$ cat src/rtl/psba_pkg.sv
// Shared types, constants and tables for the planar segment bend angle block.
// No dependencies; every other file imports this package.
`timescale 1ns / 1ps

package psba_pkg;

  localparam int QUAT_BITS = 16;
  localparam int CORDIC_STEPS_DEF = 16;
  localparam int MAX_RINGS_DEF = 16;

  // Quaternion products are rescaled to 30 fraction bits.
  localparam int PROD_BITS = 2 * QUAT_BITS;
  localparam int PROD_SHIFT = 2 * (QUAT_BITS - 1) - 30;

  // Datapath width of the rotation entries and of the CORDIC registers.
  localparam int CW = 34;
  localparam int ITER_W = 5;
  localparam int JOBQ_DEPTH = 2;

  localparam logic signed [CW-1:0] ONE30 = 34'sd1073741824;
  localparam logic signed [CW-1:0] PI30 = 34'sd3373259426;
  localparam logic signed [CW-1:0] HALFPI30 = 34'sd1686629713;
  localparam logic signed [CW-1:0] INVGAIN30 = 34'sd652032874;
  localparam logic [47:0] PI30_HALF = 48'd1686629713;
  localparam logic [47:0] PI30_DEN = 48'd3373259426;
  // floor(2^63 / PI30): scaled reciprocal for the angle increment estimate.
  localparam logic [31:0] INC_RECIP = 32'((64'd1 << 63) / 64'd3373259426);
  localparam logic [61:0] SQRT_TOP_BIT = 62'd1 << 60;
  localparam logic [61:0] ONE60 = 62'd1 << 60;

  typedef struct packed {
    logic signed [QUAT_BITS-1:0] quat_x;
    logic signed [QUAT_BITS-1:0] quat_y;
    logic signed [QUAT_BITS-1:0] quat_z;
    logic signed [QUAT_BITS-1:0] quat_w;
    logic                        frame_end;
  } psba_in_t;

  typedef struct packed {
    logic [15:0] bend_angle;
    logic [3:0]  segment_number;
    logic        frame_done;
  } psba_out_t;

  // One classified ring: the two rotation entries that the back end needs.
  typedef struct packed {
    logic signed [CW-1:0] r01;
    logic signed [CW-1:0] r11;
    logic                 last;
  } psba_job_t;

  typedef enum logic [1:0] {
    F_IDLE,
    F_MUL,
    F_PUSH
  } psba_front_state_t;

  typedef enum logic [3:0] {
    B_IDLE,
    B_ROT,
    B_MULC,
    B_MULS,
    B_SQR,
    B_SQRT,
    B_PRE,
    B_VEC,
    B_CLAMP,
    B_DIV,
    B_DONE
  } psba_back_state_t;

  function automatic logic signed [CW-1:0] atan_q30(input logic [ITER_W-1:0] i);
    logic signed [CW-1:0] v;
    unique case (i)
      5'd0:  v = 34'sh03243F6A8;
      5'd1:  v = 34'sh01DAC6705;
      5'd2:  v = 34'sh00FADBAFC;
      5'd3:  v = 34'sh007F56EA6;
      5'd4:  v = 34'sh003FEAB76;
      5'd5:  v = 34'sh001FFD55B;
      5'd6:  v = 34'sh000FFFAAA;
      5'd7:  v = 34'sh0007FFF55;
      5'd8:  v = 34'sh0003FFFEA;
      5'd9:  v = 34'sh0001FFFFD;
      5'd10: v = 34'sh0000FFFFF;
      5'd11: v = 34'sh00007FFFF;
      5'd12: v = 34'sh00003FFFF;
      5'd13: v = 34'sh00001FFFF;
      5'd14: v = 34'sh00000FFFF;
      5'd15: v = 34'sh000007FFF;
      5'd16: v = 34'sh000003FFF;
      5'd17: v = 34'sh000001FFF;
      5'd18: v = 34'sh000000FFF;
      5'd19: v = 34'sh0000007FF;
      5'd20: v = 34'sh0000003FF;
      5'd21: v = 34'sh0000001FF;
      5'd22: v = 34'sh0000000FF;
      5'd23: v = 34'sh00000007F;
      5'd24: v = 34'sh00000003F;
      5'd25: v = 34'sh00000001F;
      5'd26: v = 34'sh00000000F;
      5'd27: v = 34'sh000000007;
      5'd28: v = 34'sh000000003;
      5'd29: v = 34'sh000000001;
      default: v = '0;
    endcase
    return v;
  endfunction

endpackage

$ cat src/rtl/psba_fifo.sv
// Short job queue between the front and back ends, built from registers.
// Depends on psba_pkg for the job type and depth.
`timescale 1ns / 1ps

module psba_fifo import psba_pkg::*; (
  input  logic      clk,
  input  logic      rst_n,
  input  logic      wr_valid,
  output logic      wr_ready,
  input  psba_job_t wr_data,
  output logic      rd_valid,
  input  logic      rd_ready,
  output psba_job_t rd_data
);

  localparam int PW = $clog2(JOBQ_DEPTH);

  psba_job_t mem_r [JOBQ_DEPTH];
  logic [PW-1:0] wp_r, rp_r;
  logic [PW:0] cnt_r;
  logic do_wr, do_rd;

  assign wr_ready = (cnt_r != (PW + 1)'(JOBQ_DEPTH));
  assign rd_valid = (cnt_r != '0);
  assign rd_data  = mem_r[rp_r];
  assign do_wr    = wr_valid && wr_ready;
  assign do_rd    = rd_valid && rd_ready;

  always_ff @(posedge clk) begin
    if (!rst_n) begin
      wp_r  <= '0;
      rp_r  <= '0;
      cnt_r <= '0;
    end else begin
      if (do_wr) wp_r <= wp_r + PW'(1);
      if (do_rd) rp_r <= rp_r + PW'(1);
      if (do_wr && !do_rd) cnt_r <= cnt_r + (PW + 1)'(1);
      else if (do_rd && !do_wr) cnt_r <= cnt_r - (PW + 1)'(1);
    end
    if (do_wr) mem_r[wp_r] <= wr_data;
  end

endmodule

$ cat config.mk
export PLATFORM = sky130hd
export DESIGN_NAME = psba_fifo
export DESIGN_NICKNAME = d
export VERILOG_FILES = /design/src/rtl/psba_pkg.sv /design/src/rtl/psba_fifo.sv
export SDC_FILE = /design/constraint.sdc
export NUM_CORES = 1
export LEC_CHECK = 0
export BUFFER_PORTS_ARGS = -buffer_cell sky130_fd_sc_hd__buf_2
export CORE_ASPECT_RATIO = 1.1
export CORE_MARGIN = 5
export CORE_UTILIZATION = 56
export CTS_CLUSTER_DIAMETER = 50
export DETAILED_ROUTE_END_ITERATION = 16
export PLACE_DENSITY_LB_ADDON = 0.1
export SLEW_MARGIN = 15
export SYNTH_ARGS = -nofsm -noshare
export SYNTH_HDL_FRONTEND = slang
export SYNTH_SLANG_ARGS = --single-unit
$ cat constraint.sdc
create_clock -name clk -period 7.2 [get_ports clk]
set_input_delay 2.16 -clock clk [delete_from_list [all_inputs] [get_ports clk]]
set_output_delay 2.16 -clock clk [all_outputs]
set_load 0.01 [all_outputs]
==> metrics.md <==
| Metric | Value |
|---|---|
| CTS Hold Bufs | 0 |
| Synth area leader | edfxtp_1 |
| Cell with the most instances after synthesis | edfxtp_1 |
| Worst stage delay on the critical path | roughly 0.98 ns |
| Status | finished clean |
| Required time of the critical path | between 5 and 6 ns |
| Buffers & Inverters on Critical Path | 1 |
| RSZ-0062 raised after global routing | no |
| Setup crit start kind | flip-flop |
| Worst-path fanout max | between 60 and 70 |
| Die ar. | 11,400 um^2 |
| Clk pin slew, worst setup/hold paths | about 0.06 ns |
| Routed Antenna Nets | 0 |
| Routed vias | between 2,000 and 3,000 |
| Worst-path cell chain | mux2_2 > buf_2 |
| Power density cells | roughly 360 nW/um^2 |
| Wire length on met2 | 4770 um |
| Cells after Synth | around 240 |
| Clk_lat worst skew | around 0.50 ns |
| Critical path arrival | around 2.1 ns |
| Post-synthesis register bit count | about 140 |
| Ys async rst share | 0 |
| Area growth, synth to finish | 25.4% |
| Syn Area/Cell | 22.0 um^2 |
| Slew margin rel. | 0.356 |
| CP max stage cell | dfxtp_4 |
| Largest net degree at the start of global routing | 70 |
| Setup Skew | around 0.008 ns |
| Synth warn | 0 |
| Diodes inserted | 0 |
| Post-cts sizing count | 0 |
| Fmax | approximately 240 MHz |
| H-tree levels | 4 |
| Gr ovfl total | 0 |
| Uppermost layer routed | met4 |
| Syn Std Cell Area | about 5300 um^2 |
| Core ar. | ~9000 um^2 |
| Clk root buf | clkbuf_8 |
| Crit-path leading delay family | flip-flops |
| Port bufs | between 100 and 150 |
| Die span in x | a little over 100 um |
| Ports | roughly 140 |
| Gpl congestion | ~0.69 |
| Crit. End Element | output port |
| Post-layout nets | 468 |
| Share of cells above drive strength 1 | 0.602 |
| Metal1 wirelength | between 3000 and 4000 um |
| CTS Buffer Depth | 2 |
| Part of the cycle the worst path needs | 0.590 |
| Dominant synthesized flop cell | edfxtp_1 |
| Yosys top cell area share | 0.788 |
| Worst Path Class, Setup | reg -> out |
| TritonCTS buffer count | 17 |
| Final setup violation count | 0 |
| Post-CTS setup buffers | 0 |
| Setup TNS Final | 0 ns |
| Max-slew violations | 0 |
| Detailed Routing Iterations Pass 1 | 4 |
| Vias in the first global route | around 2,900 |
| Antenna violations before repair | 0 |
| Number of DRC markers in iteration 0 | 100 |
| WL/cell | between 15 and 20 um |
| Total Routed Length | between 9000 and 10,000 um |
| Vias per cell | just over 5 |
| Met3 wire length | 732 um |
| Total GRT Usage | 0.166 |
| Peak supply drop | around 0.24 mV |
| Number of synthesized flops with an enable pin | 138 |
| P_leak | between 2 and 2.5 nW |
| Fin crit period | 4.25 ns |
| Most frequent cells after synthesis | 138 x edfxtp_1, 59 x mux2_2, 10 x mux2_4 |
| Synth area leaders | edfxtp_1 79%, mux2_2 13%, mux2_4 2.9% |
| Initial Util | 0.568 |
| # rows | 37 |
| Final Util | 0.712 |
| Max_cap viols | 0 |
| Post-Syn Nets | around 310 |
| Detailed placement HPWL | 5860 um |
| Library cells used by synthesis | 21 |
| Final hold violation count | 0 |
| Worst Max-Slew Pin Slew | 0.967 ns |
| Sequential element share of the synthesized area | 0.807 |
| CTS tree | done |
| DR DRC count | 0 |
| Die Ht | 112 um |
| # clock sinks | roughly 140 |
| First-pass GRT wire length | approximately 14,000 um |
| Hold Path Class | reg -> reg |
kinds of logic (layout without fill, tap and decap cells):
family / Yosys count / in the layout / synth area share
AOI/OAI and AO/OA: 5 / 5 / 0.00666
xor gates and xnor gates: 3 / 3 / 0.00500
adders and majority gates: 1 / 1 / 0.00238
buffers and inverters: 9 / 177 / 0.0119
DFF: 143 / 143 / 0.807
muxes: 69 / 69 / 0.155
and+or+nand+nor: 9 / 9 / 0.0124
flip-flops by register name, summed over array words and instances (netlist names), named ones only:
register and flops:
cnt_r 2, mem_r 138, rp_r 1, wp_r 1
layout make-up:
| cell class | count | area, um^2 |
|---|---|---|
| clock buffers | 26 | 478 |
| fillers | 636 | 2670 |
| repair buffers | 144 | 723 |
| inverters | 1 | 3.75 |
| clock inverters | 6 | 36.3 |
| multi-input cells | 87 | 958 |
| well taps | 117 | 146 |
| flip-flops and latches | 143 | 4250 |
placed cells by master (no fill, tap or decap), types with 2 or more instances in the layout:
master     netlist  layout
mux2_2          59      59
clkbuf_16        0      16
mux2_4          10      10
dfxtp_1          5       4
clkbuf_8         0       4
clkinv_2         0       4
clkbuf_1         0       6
buf_2            5     143
and2_1           4       4
xnor2_1          2       2
edfxtp_1       138     138
power breakdown:
group,internal (mW),switching (mW),leakage [nW]
Combinational,0.263,0.231,0.914
Clock,0.449,0.293,0.253
Sequential,1.04,0.0828,1.33
worst paths after layout:
kind | start | to | slack, ns | cells after the start
worst min register to register | rp_r | flip-flop | 0.61 | 2
worst max-delay path | flip-flop | rd_data[7] | 2.95 | 2
worst min-delay path | rp_r | flip-flop | 0.61 | 2
worst max register to register | cnt_r[0] | mem_r[0][28] | 4.99 | 4
per-layer routing:
layer,vias up,global-route usage
met5,-,0
met2,94,0.276
met1,1308,0.186
li1,1261,-
met3,7,0.0652
met4,0,0.0752
worst register-to-register path, delay by kind of cell, from the launching register on:
kind | cells | cell delay (ns)
buffers and inverters | 2 | 1.13
flip-flops | 1 | 0.43
AND/OR/NAND/NOR | 2 | 0.30
metrics by stage:
step | hold WS, ns | power (mW) | instance area [um^2] | setup WS, ns | cells
6_report | 0.607 | 2.36 | 6590 | 2.95 | 524
5_1_grt | 0.639 | 2.47 | 6590 | 2.83 | 524
4_1_cts | 0.616 | 2.39 | 6590 | 2.89 | 524
3_5_place_dp | 0.602 | 1.65 | 6080 | 3.29 | 492
3_3_place_gp | 0.535 | 1.63 | 6080 | 3.31 | 492
2_1_floorplan | 0.512 | 1.46 | 5260 | 2.94 | 239
(Power assumes the default switching activity.)
