### src/rtl/psba_pkg.sv
// Shared types, constants and tables for the planar segment bend angle block.
// No dependencies; every other file imports this package.
`timescale 1ns / 1ps

package psba_pkg;

  localparam int QUAT_BITS = 16;
  localparam int CORDIC_STEPS_DEF = 16;
  localparam int MAX_RINGS_DEF = 16;

  // Quaternion products are rescaled to 30 fraction bits.
  localparam int PROD_BITS = 2 * QUAT_BITS;
  localparam int PROD_SHIFT = 2 * (QUAT_BITS - 1) - 30;

  // Datapath width of the rotation entries and of the CORDIC registers.
  localparam int CW = 34;
  localparam int ITER_W = 5;
  localparam int JOBQ_DEPTH = 2;

  localparam logic signed [CW-1:0] ONE30 = 34'sd1073741824;
  localparam logic signed [CW-1:0] PI30 = 34'sd3373259426;
  localparam logic signed [CW-1:0] HALFPI30 = 34'sd1686629713;
  localparam logic signed [CW-1:0] INVGAIN30 = 34'sd652032874;
  localparam logic [47:0] PI30_HALF = 48'd1686629713;
  localparam logic [47:0] PI30_DEN = 48'd3373259426;
  // floor(2^63 / PI30): scaled reciprocal for the angle increment estimate.
  localparam logic [31:0] INC_RECIP = 32'((64'd1 << 63) / 64'd3373259426);
  localparam logic [61:0] SQRT_TOP_BIT = 62'd1 << 60;
  localparam logic [61:0] ONE60 = 62'd1 << 60;

  typedef struct packed {
    logic signed [QUAT_BITS-1:0] quat_x;
    logic signed [QUAT_BITS-1:0] quat_y;
    logic signed [QUAT_BITS-1:0] quat_z;
    logic signed [QUAT_BITS-1:0] quat_w;
    logic                        frame_end;
  } psba_in_t;

  typedef struct packed {
    logic [15:0] bend_angle;
    logic [3:0]  segment_number;
    logic        frame_done;
  } psba_out_t;

  // One classified ring: the two rotation entries that the back end needs.
  typedef struct packed {
    logic signed [CW-1:0] r01;
    logic signed [CW-1:0] r11;
    logic                 last;
  } psba_job_t;

  typedef enum logic [1:0] {
    F_IDLE,
    F_MUL,
    F_PUSH
  } psba_front_state_t;

  typedef enum logic [3:0] {
    B_IDLE,
    B_ROT,
    B_MULC,
    B_MULS,
    B_SQR,
    B_SQRT,
    B_PRE,
    B_VEC,
    B_CLAMP,
    B_DIV,
    B_DONE
  } psba_back_state_t;

  function automatic logic signed [CW-1:0] atan_q30(input logic [ITER_W-1:0] i);
    logic signed [CW-1:0] v;
    unique case (i)
      5'd0:  v = 34'sh03243F6A8;
      5'd1:  v = 34'sh01DAC6705;
      5'd2:  v = 34'sh00FADBAFC;
      5'd3:  v = 34'sh007F56EA6;
      5'd4:  v = 34'sh003FEAB76;
      5'd5:  v = 34'sh001FFD55B;
      5'd6:  v = 34'sh000FFFAAA;
      5'd7:  v = 34'sh0007FFF55;
      5'd8:  v = 34'sh0003FFFEA;
      5'd9:  v = 34'sh0001FFFFD;
      5'd10: v = 34'sh0000FFFFF;
      5'd11: v = 34'sh00007FFFF;
      5'd12: v = 34'sh00003FFFF;
      5'd13: v = 34'sh00001FFFF;
      5'd14: v = 34'sh00000FFFF;
      5'd15: v = 34'sh000007FFF;
      5'd16: v = 34'sh000003FFF;
      5'd17: v = 34'sh000001FFF;
      5'd18: v = 34'sh000000FFF;
      5'd19: v = 34'sh0000007FF;
      5'd20: v = 34'sh0000003FF;
      5'd21: v = 34'sh0000001FF;
      5'd22: v = 34'sh0000000FF;
      5'd23: v = 34'sh00000007F;
      5'd24: v = 34'sh00000003F;
      5'd25: v = 34'sh00000001F;
      5'd26: v = 34'sh00000000F;
      5'd27: v = 34'sh000000007;
      5'd28: v = 34'sh000000003;
      5'd29: v = 34'sh000000001;
      default: v = '0;
    endcase
    return v;
  endfunction

endpackage

### src/rtl/psba_front.sv
// Front end: takes quaternion transfers and forms the rotation entries R01, R11
// with one shared multiplier. Depends on psba_pkg.
`timescale 1ns / 1ps

module psba_front import psba_pkg::*; (
  input  logic      clk,
  input  logic      rst_n,
  input  logic      in_valid,
  output logic      in_ready,
  input  psba_in_t  in_data,
  output logic      job_valid,
  input  logic      job_ready,
  output psba_job_t job
);

  psba_front_state_t state_r, state_nxt;
  psba_in_t q_r, q_nxt;
  logic [1:0] step_r, step_nxt;
  logic signed [CW-1:0] acc01_r, acc01_nxt, acc11_r, acc11_nxt;
  logic signed [QUAT_BITS-1:0] op_a, op_b;
  logic signed [PROD_BITS-1:0] prod;
  logic signed [CW-1:0] prod30;

  always_comb begin
    state_nxt = state_r;
    unique case (state_r)
      F_IDLE: if (in_valid) state_nxt = F_MUL;
      F_MUL:  if (step_r == 2'd3) state_nxt = F_PUSH;
      F_PUSH: if (job_ready) state_nxt = F_IDLE;
      default: state_nxt = F_IDLE;
    endcase
  end

  always_comb begin
    in_ready  = (state_r == F_IDLE);
    job_valid = (state_r == F_PUSH);
    job.r01   = acc01_r <<< 1;
    job.r11   = (acc11_r <<< 1) - ONE30;
    job.last  = q_r.frame_end;
  end

  always_comb begin
    unique case (step_r)
      2'd0: begin op_a = q_r.quat_x; op_b = q_r.quat_y; end
      2'd1: begin op_a = q_r.quat_w; op_b = q_r.quat_z; end
      2'd2: begin op_a = q_r.quat_w; op_b = q_r.quat_w; end
      default: begin op_a = q_r.quat_y; op_b = q_r.quat_y; end
    endcase
    prod   = op_a * op_b;
    prod30 = CW'(prod >>> PROD_SHIFT);

    q_nxt     = q_r;
    step_nxt  = step_r;
    acc01_nxt = acc01_r;
    acc11_nxt = acc11_r;
    if (state_r == F_IDLE && in_valid) begin
      q_nxt    = in_data;
      step_nxt = 2'd0;
    end
    if (state_r == F_MUL) begin
      step_nxt = step_r + 2'd1;
      unique case (step_r)
        2'd0: acc01_nxt = prod30;
        2'd1: acc01_nxt = acc01_r - prod30;
        2'd2: acc11_nxt = prod30;
        default: acc11_nxt = acc11_r + prod30;
      endcase
    end
  end

  always_ff @(posedge clk) begin
    if (!rst_n) begin
      state_r <= F_IDLE;
    end else begin
      state_r <= state_nxt;
    end
    q_r     <= q_nxt;
    step_r  <= step_nxt;
    acc01_r <= acc01_nxt;
    acc11_r <= acc11_nxt;
  end

endmodule

### config.mk
export PLATFORM = sky130hd
export DESIGN_NAME = psba_front
export DESIGN_NICKNAME = d
export VERILOG_FILES = /design/src/rtl/psba_pkg.sv /design/src/rtl/psba_front.sv
export SDC_FILE = /design/constraint.sdc
export NUM_CORES = 1
export LEC_CHECK = 0
export ABC_AREA = 1
export BUFFER_PORTS_ARGS = -buffer_cell sky130_fd_sc_hd__buf_2
export CAP_MARGIN = 0
export CORE_ASPECT_RATIO = 0.7
export CORE_MARGIN = 4
export CORE_UTILIZATION = 50
export DETAILED_ROUTE_END_ITERATION = 10
export GPL_TIMING_DRIVEN = 0
export PLACE_DENSITY = 0.68
export SLEW_MARGIN = 20
export SYNTH_ARGS = -nofsm -noshare
export SYNTH_HDL_FRONTEND = slang
export SYNTH_SLANG_ARGS = --single-unit
### constraint.sdc
create_clock -name clk -period 16.5 [get_ports clk]
set_input_delay 1.65 -clock clk [delete_from_list [all_inputs] [get_ports clk]]
set_output_delay 1.65 -clock clk [all_outputs]
set_load 0.02 [all_outputs]
==> impl_metrics.yaml, run 1 <==
cells_and_area:
  nets: 3159
  fillers: 3767
  area_growth_syn_to_layout_pct: 9.993
  multi_input_area_um2: 13590
  final_cell_mix: "554 x nand2_1, 544 x inv_1, 264 x fa_1"
  layout-drive-gt1-share: 0.1192
  final_common_cell: "nand2_1"
  n_antenna_cell: 0
  seq_area_um2: 4034
floorplanning:
  initial_core_util: 0.5067
  ios: 140
  die_w_um: 247.7
  rows: 61
  die_h_um: 175.8
  dieArea_um2: 43540
  core-area_um2: 39690
routing:
  first_iter_violations: 1863
  drc: 0
  first_pass_iters: 6
  ant_nets: 0
  finalWirelength_um: 61850
  wl_per_cell_um: 19.15
  num_vias: 17452
  vias_per_cell: 5.405
logic_synthesis:
  synth.area.top_cells: "fa_1 26%, edfxtp_1 20%, nand2_1 10%, inv_1 10%, ha_1 9.0%"
  synth_warnings: 0
  synth_edf_count: 133
  synth_area_leader_cell: "fa_1"
  syn-instance-count: 2519
  async_flop_share: 0
  synth-seq-cells: 135
  yosys_most_used_dff: "edfxtp_1"
  synth-seq-area-share: 0.2006
  syn_area_per_cell_um2: 7.983
  yosysTopAreaCellShare: 0.2628
  syn_area_um2: 20110
  synth_cell_types: 47
cts:
  cts-resized-gates: 0
  htree_levels: 4
  root_buffer: "clkbuf_16"
  cts_made_buffers: 17
  tritoncts: "built"
  clock_latency_ps: 450
  cts.path.max_buffers: 2
  cts_setup_buffers: 0
  cts_hold_buf: 0
  clkTransAtPathRegs_ps: 70
  cts.sinks: 135
sta:
  max-slew-margin-rel: 0.1713
  finalSetupViolations: 0
  finClkSkew_ps: 18.78
  fin_crit_sh: 0.6408
  final-hold-violation-count: 0
  finalSetupTns_ps: 0
  max_freq_mhz: 94.59
  rsz0062_at_grt: "false"
  post-route-min-period_ps: 10570
  worstMarginPinSlew_ps: 1230
  maxSlewViolCount: 0
status:
  outcome: "finished, final reports clean"
grt:
  grt_pass1_wl_um: 96390
  overflow: 0
  gr-usage-all-layers: 0.2911
  grt_pass1_vias: 17274
  grt_max_degree: 67
  grt_antenna_before_repair: 1
setup_path:
  critPathRequiredTime_ps: 16690
  path_buf_inv: 11
  arrival_ps: 10760
  crit_slowest_cell: "fa_1"
  path_class: "register to register"
  critical-path-top-delay-family: "adder cells"
  max_stage_delay_ps: 590
  cp-end-kind: "register"
  crit_fanout: 10
  cp-start-kind: "register"
placed_design:
  hpwl_um: 52520
  port_buffers: 137
  gp_congestion: 0.9871
run:
  maxCapViolCount: 0
min_path:
  min_path_type: "register to register"
-- final timing paths --
kind	startpoint	endpoint	slack, ps	depth (start not counted)
max	step_r[0]	acc11_r[29]	5930	39
max reg2reg	step_r[0]	acc11_r[29]	5930	39
min	state_r[0]	state_r[1]	590	4
min reg2reg	state_r[0]	state_r[1]	590	4
-- final cells by class --
cell class,instances,area share
flip-flops and latches,135,0.1824
well taps,535,0.03027
plain buffers,75,0.01856
clock buffers,18,0.01940
inverters,561,0.09532
repair buffers,142,0.03377
clock inverters,14,0.005996
multi-input cells,1749,0.6143
-- stage by stage --
step / hold slack (ps) / cells / util / area [um2] / setup WS [ps]
2_1_floorplan: 528.8 / 2520 / - / 20110 / 8388
3_3_place_gp: 543.7 / 3192 / 0.5409 / 21470 / 6373
3_5_place_dp: 579.2 / 3197 / 0.5430 / 21550 / 6336
4_1_cts: 587.8 / 3229 / 0.5572 / 22110 / 6274
5_1_grt: 631.0 / 3229 / 0.5573 / 22120 / 5431
6_report: 588.4 / 3229 / 0.5573 / 22120 / 5928
-- sequential cells by signal, indices dropped and copies added (netlist names) --
register  flops
acc01_r      33
acc11_r      33
job           1
q_r          64
state_r       2
step_r        2
-- cells in the mapped netlist (2+ instances only) --
| library cell | count |
|---|---|
| nor3_1 | 12 |
| nand3_2 | 9 |
| nand2_2 | 34 |
| ha_1 | 145 |
| a21oi_2 | 3 |
| inv_2 | 8 |
| clkinv_1 | 8 |
| a21o_1 | 3 |
| or2_2 | 25 |
| nor2_1 | 226 |
| fa_1 | 264 |
| o21bai_1 | 5 |
| nand4_2 | 5 |
| o21ai_0 | 101 |
| a221oi_1 | 4 |
| inv_1 | 545 |
| xor2_1 | 36 |
| nand2_4 | 2 |
| clkbuf_1 | 40 |
| xnor2_1 | 15 |
| a211oi_1 | 2 |
| dfxtp_1 | 2 |
| a221o_1 | 28 |
| nand3b_1 | 5 |
| nand4_1 | 15 |
| nor2_4 | 8 |
| edfxtp_1 | 133 |
| nand3_1 | 91 |
| nor2_2 | 12 |
| o21a_1 | 4 |
| a21boi_0 | 3 |
| a21oi_1 | 87 |
| buf_4 | 32 |
| a21boi_1 | 2 |
| o22ai_1 | 7 |
| o21ai_1 | 17 |
| o211ai_1 | 5 |
| nor4_1 | 5 |
| a31oi_1 | 10 |
| nand2_1 | 554 |
-- cells by family after synthesis --
| family | after synthesis | synth area share |
|---|---|---|
| AOI/OAI and AO/OA | 282 | 0.08288 |
| and+or+nand+nor | 1005 | 0.2159 |
| other | 1 | 0.0001865 |
| DFF | 135 | 0.2006 |
| adders and majority gates | 409 | 0.3531 |
| xor gates and xnor gates | 51 | 0.02221 |
| buffers and inverters | 636 | 0.1251 |
-- metal layers --
layer,GRT usage,vias to the layer above,part of all wire
met5,0.01923,-,0.0019
met4,0.05215,2,0.014
met3,0.09599,72,0.12
met2,0.3967,849,0.39
met1,0.4516,8399,0.47
li1,-,8130,-
-- worst register-to-register path: cells and delay by family, from the launching register on --
family / cells / cell delay [ps]
buf+inv: 11 / 1940
simple gates: 12 / 1350
compound gates: 6 / 2330
fa+ha+maj: 9 / 3920
flops: 1 / 440
xor+xnor: 1 / 320
Power of run 1 is left out: the tool's default activity adds up to more than one toggle a clock period on the data nets, which glitch-free logic cannot reach.
==> run 2, diff against run 1 <==
--- a/config.mk
+++ b/config.mk
@@ -13,7 +13,7 @@
 export CORE_UTILIZATION = 50
 export DETAILED_ROUTE_END_ITERATION = 10
 export GPL_TIMING_DRIVEN = 0
-export PLACE_DENSITY = 0.68
+export PLACE_DENSITY = 0.71
 export SLEW_MARGIN = 20
 export SYNTH_ARGS = -nofsm -noshare
 export SYNTH_HDL_FRONTEND = slang
==> constraint.sdc (replaced) <==
create_clock -name clk -period 9.5 [get_ports clk]
set_input_delay 0.95 -clock clk [delete_from_list [all_inputs] [get_ports clk]]
set_output_delay 0.95 -clock clk [all_outputs]
set_load 0.02 [all_outputs]
==> run 2 against run 1 <==
First-iteration DRC count shrank 8.9%. Critical path type unchanged. Non-clock buffer count grew 1. Highest routed layer is now met4. Die area is the same.
==> impl_metrics.yaml, run 2 (synthesis gave the netlist of run 1 again) <==
placed_design:
  gp_congestion: 1.022
  pre_cts_slack_ps: -750.0
  hpwl_um: 51740
  port_buffers: 137
sta:
  finalSetupViolations: 0
  final-hold-violation-count: 0
  fin_crit_sh: 0.9743
  max_freq_mhz: 108.0
  fin_ws_ps: 244.4
  post-route-min-period_ps: 9256
  worstMarginPinSlew_ps: 860.8
  max-slew-margin-rel: 0.4261
  finClkSkew_ps: 14.33
  maxSlewViolCount: 0
routing:
  vias_per_cell: 5.415
  first_iter_violations: 1697
  drc: 0
  wl_per_cell_um: 18.87
  ant_nets: 0
  finalWirelength_um: 60960
  num_vias: 17491
  first_pass_iters: 6
setup_path:
  cp-end-kind: "register"
  reg2reg_to: "acc11_r[30]"
  rr_startpoint: "step_r[0]"
  cp-start-kind: "register"
  path_class: "register to register"
  critPathRequiredTime_ps: 9670
  max_stage_delay_ps: 690
  r2r_slack_ps: 240
  crit_fanout: 10
  rr_worst_depth: 34
  crit_slowest_cell: "fa_2"
  arrival_ps: 9420
floorplanning:
  initial_core_util: 0.5067
  die_w_um: 247.7
  dieArea_um2: 43540
  die_h_um: 175.8
  rows: 61
  ios: 140
  core-area_um2: 39690
cts:
  cts_made_buffers: 17
  tritoncts: "built"
  cts.sinks: 135
  htree_levels: 4
  cts.path.max_buffers: 2
  clkTransAtPathRegs_ps: 70
  cts_hold_buf: 0
  clock_latency_ps: 450
  root_buffer: "clkbuf_16"
cells_and_area:
  nets: 3160
  area_growth_syn_to_layout_pct: 12.17
  final_common_cell: "nand2_1"
  largest_reg_flops: 64
  layout-drive-gt1-share: 0.1555
  largestRegisters: "q_r (64), acc01_r (33), acc11_r (33)"
  final_cell_mix: "546 x nand2_1, 535 x inv_1, 263 x fa_1"
  n_antenna_cell: 0
  largest_register: "q_r"
min_path:
  min_to: "state_r[1]"
  min_path_type: "register to register"
  min-delay-start: "state_r[0]"
  hold_path_depth: 3
grt:
  grt_antenna_before_repair: 2
  grt_max_degree: 67
  grt_pass1_wl_um: 95240
  overflow: 0
  gr-usage-all-layers: 0.2852
  grt_pass1_vias: 17510
status:
  outcome: "finished, final reports clean"
run:
  maxCapViolCount: 0
==> run 2: changes by cell type in the layout (fill, tap and decap cells not counted), moves of 7 or more <==
cell	delta
o21ai_1	-8
xor2_2	+7
nand2_1	-8
clkbuf_2	+11
xor2_1	-7
clkbuf_1	-26
inv_1	-9
clkinv_1	-8
o21ai_2	+11
inv_4	+7
==> run 2: cell type report <==
| cell class | count | area [um2] |
|---|---|---|
| well taps | 535 | 669.4 |
| clock buffers | 17 | 425.4 |
| clock inverters | 15 | 177.7 |
| inverters | 561 | 2147 |
| plain buffers | 69 | 439.2 |
| multi-input cells | 1749 | 13860 |
| fillers | 3726 | 17130 |
| repair buffers | 149 | 803.3 |
| flip-flops and latches | 135 | 4034 |
==> run 2: how the worst max path moves through the flow <==
stage	from	to	cells past startpoint
3_5_place_dp	step_r[0]	acc11_r[24]	37
3_3_place_gp	step_r[0]	acc11_r[24]	37
6_report	step_r[0]	acc11_r[30]	34
4_1_cts	step_r[0]	acc01_r[30]	41
2_1_floorplan	step_r[0]	acc01_r[27]	40
5_1_grt	step_r[0]	acc01_r[28]	40
==> run 2: stage by stage <==
stage / instances / utilization / hold WS (ps) / cell area [um2] / setup TNS (ps)
floorplan: 2520 / - / 528.8 / 20110 / 0
global route: 3230 / 0.5683 / 618.2 / 22560 / -88.06
global placement: 3192 / 0.5409 / 543.6 / 21470 / -8273
CTS: 3226 / 0.5606 / 572.7 / 22250 / 0
finish: 3230 / 0.5683 / 570.3 / 22560 / 0
detailed placement: 3197 / 0.5430 / 560.6 / 21550 / -11840
==> run 2: timing repair <==
item	4_1_cts	5_1_grt
gates resized for setup	49	91
pin swaps	0	3
setup endpoints to repair	31	27
buffers inserted	0	7
==> run 2: worst max-delay path: cells and delay by family (launching register included) <==
kind | cells | cell delay [ps]
buffers and inverters | 7 | 1130
AND/OR/NAND/NOR | 13 | 2260
adder cells (fa/ha/maj) | 9 | 4380
flip-flops | 1 | 450
AO/OA/AOI/OAI | 5 | 750
==> run 2: metal layers <==
metal / global-route usage / up-vias / share of wire
li1: - / 8128 / -
met1: 0.4321 / 8403 / 0.45
met2: 0.3939 / 896 / 0.40
met3: 0.1018 / 64 / 0.14
met4: 0.05638 / 0 / 0.015
met5: 0 / - / 0
Power of run 2 is left out for the same reason.
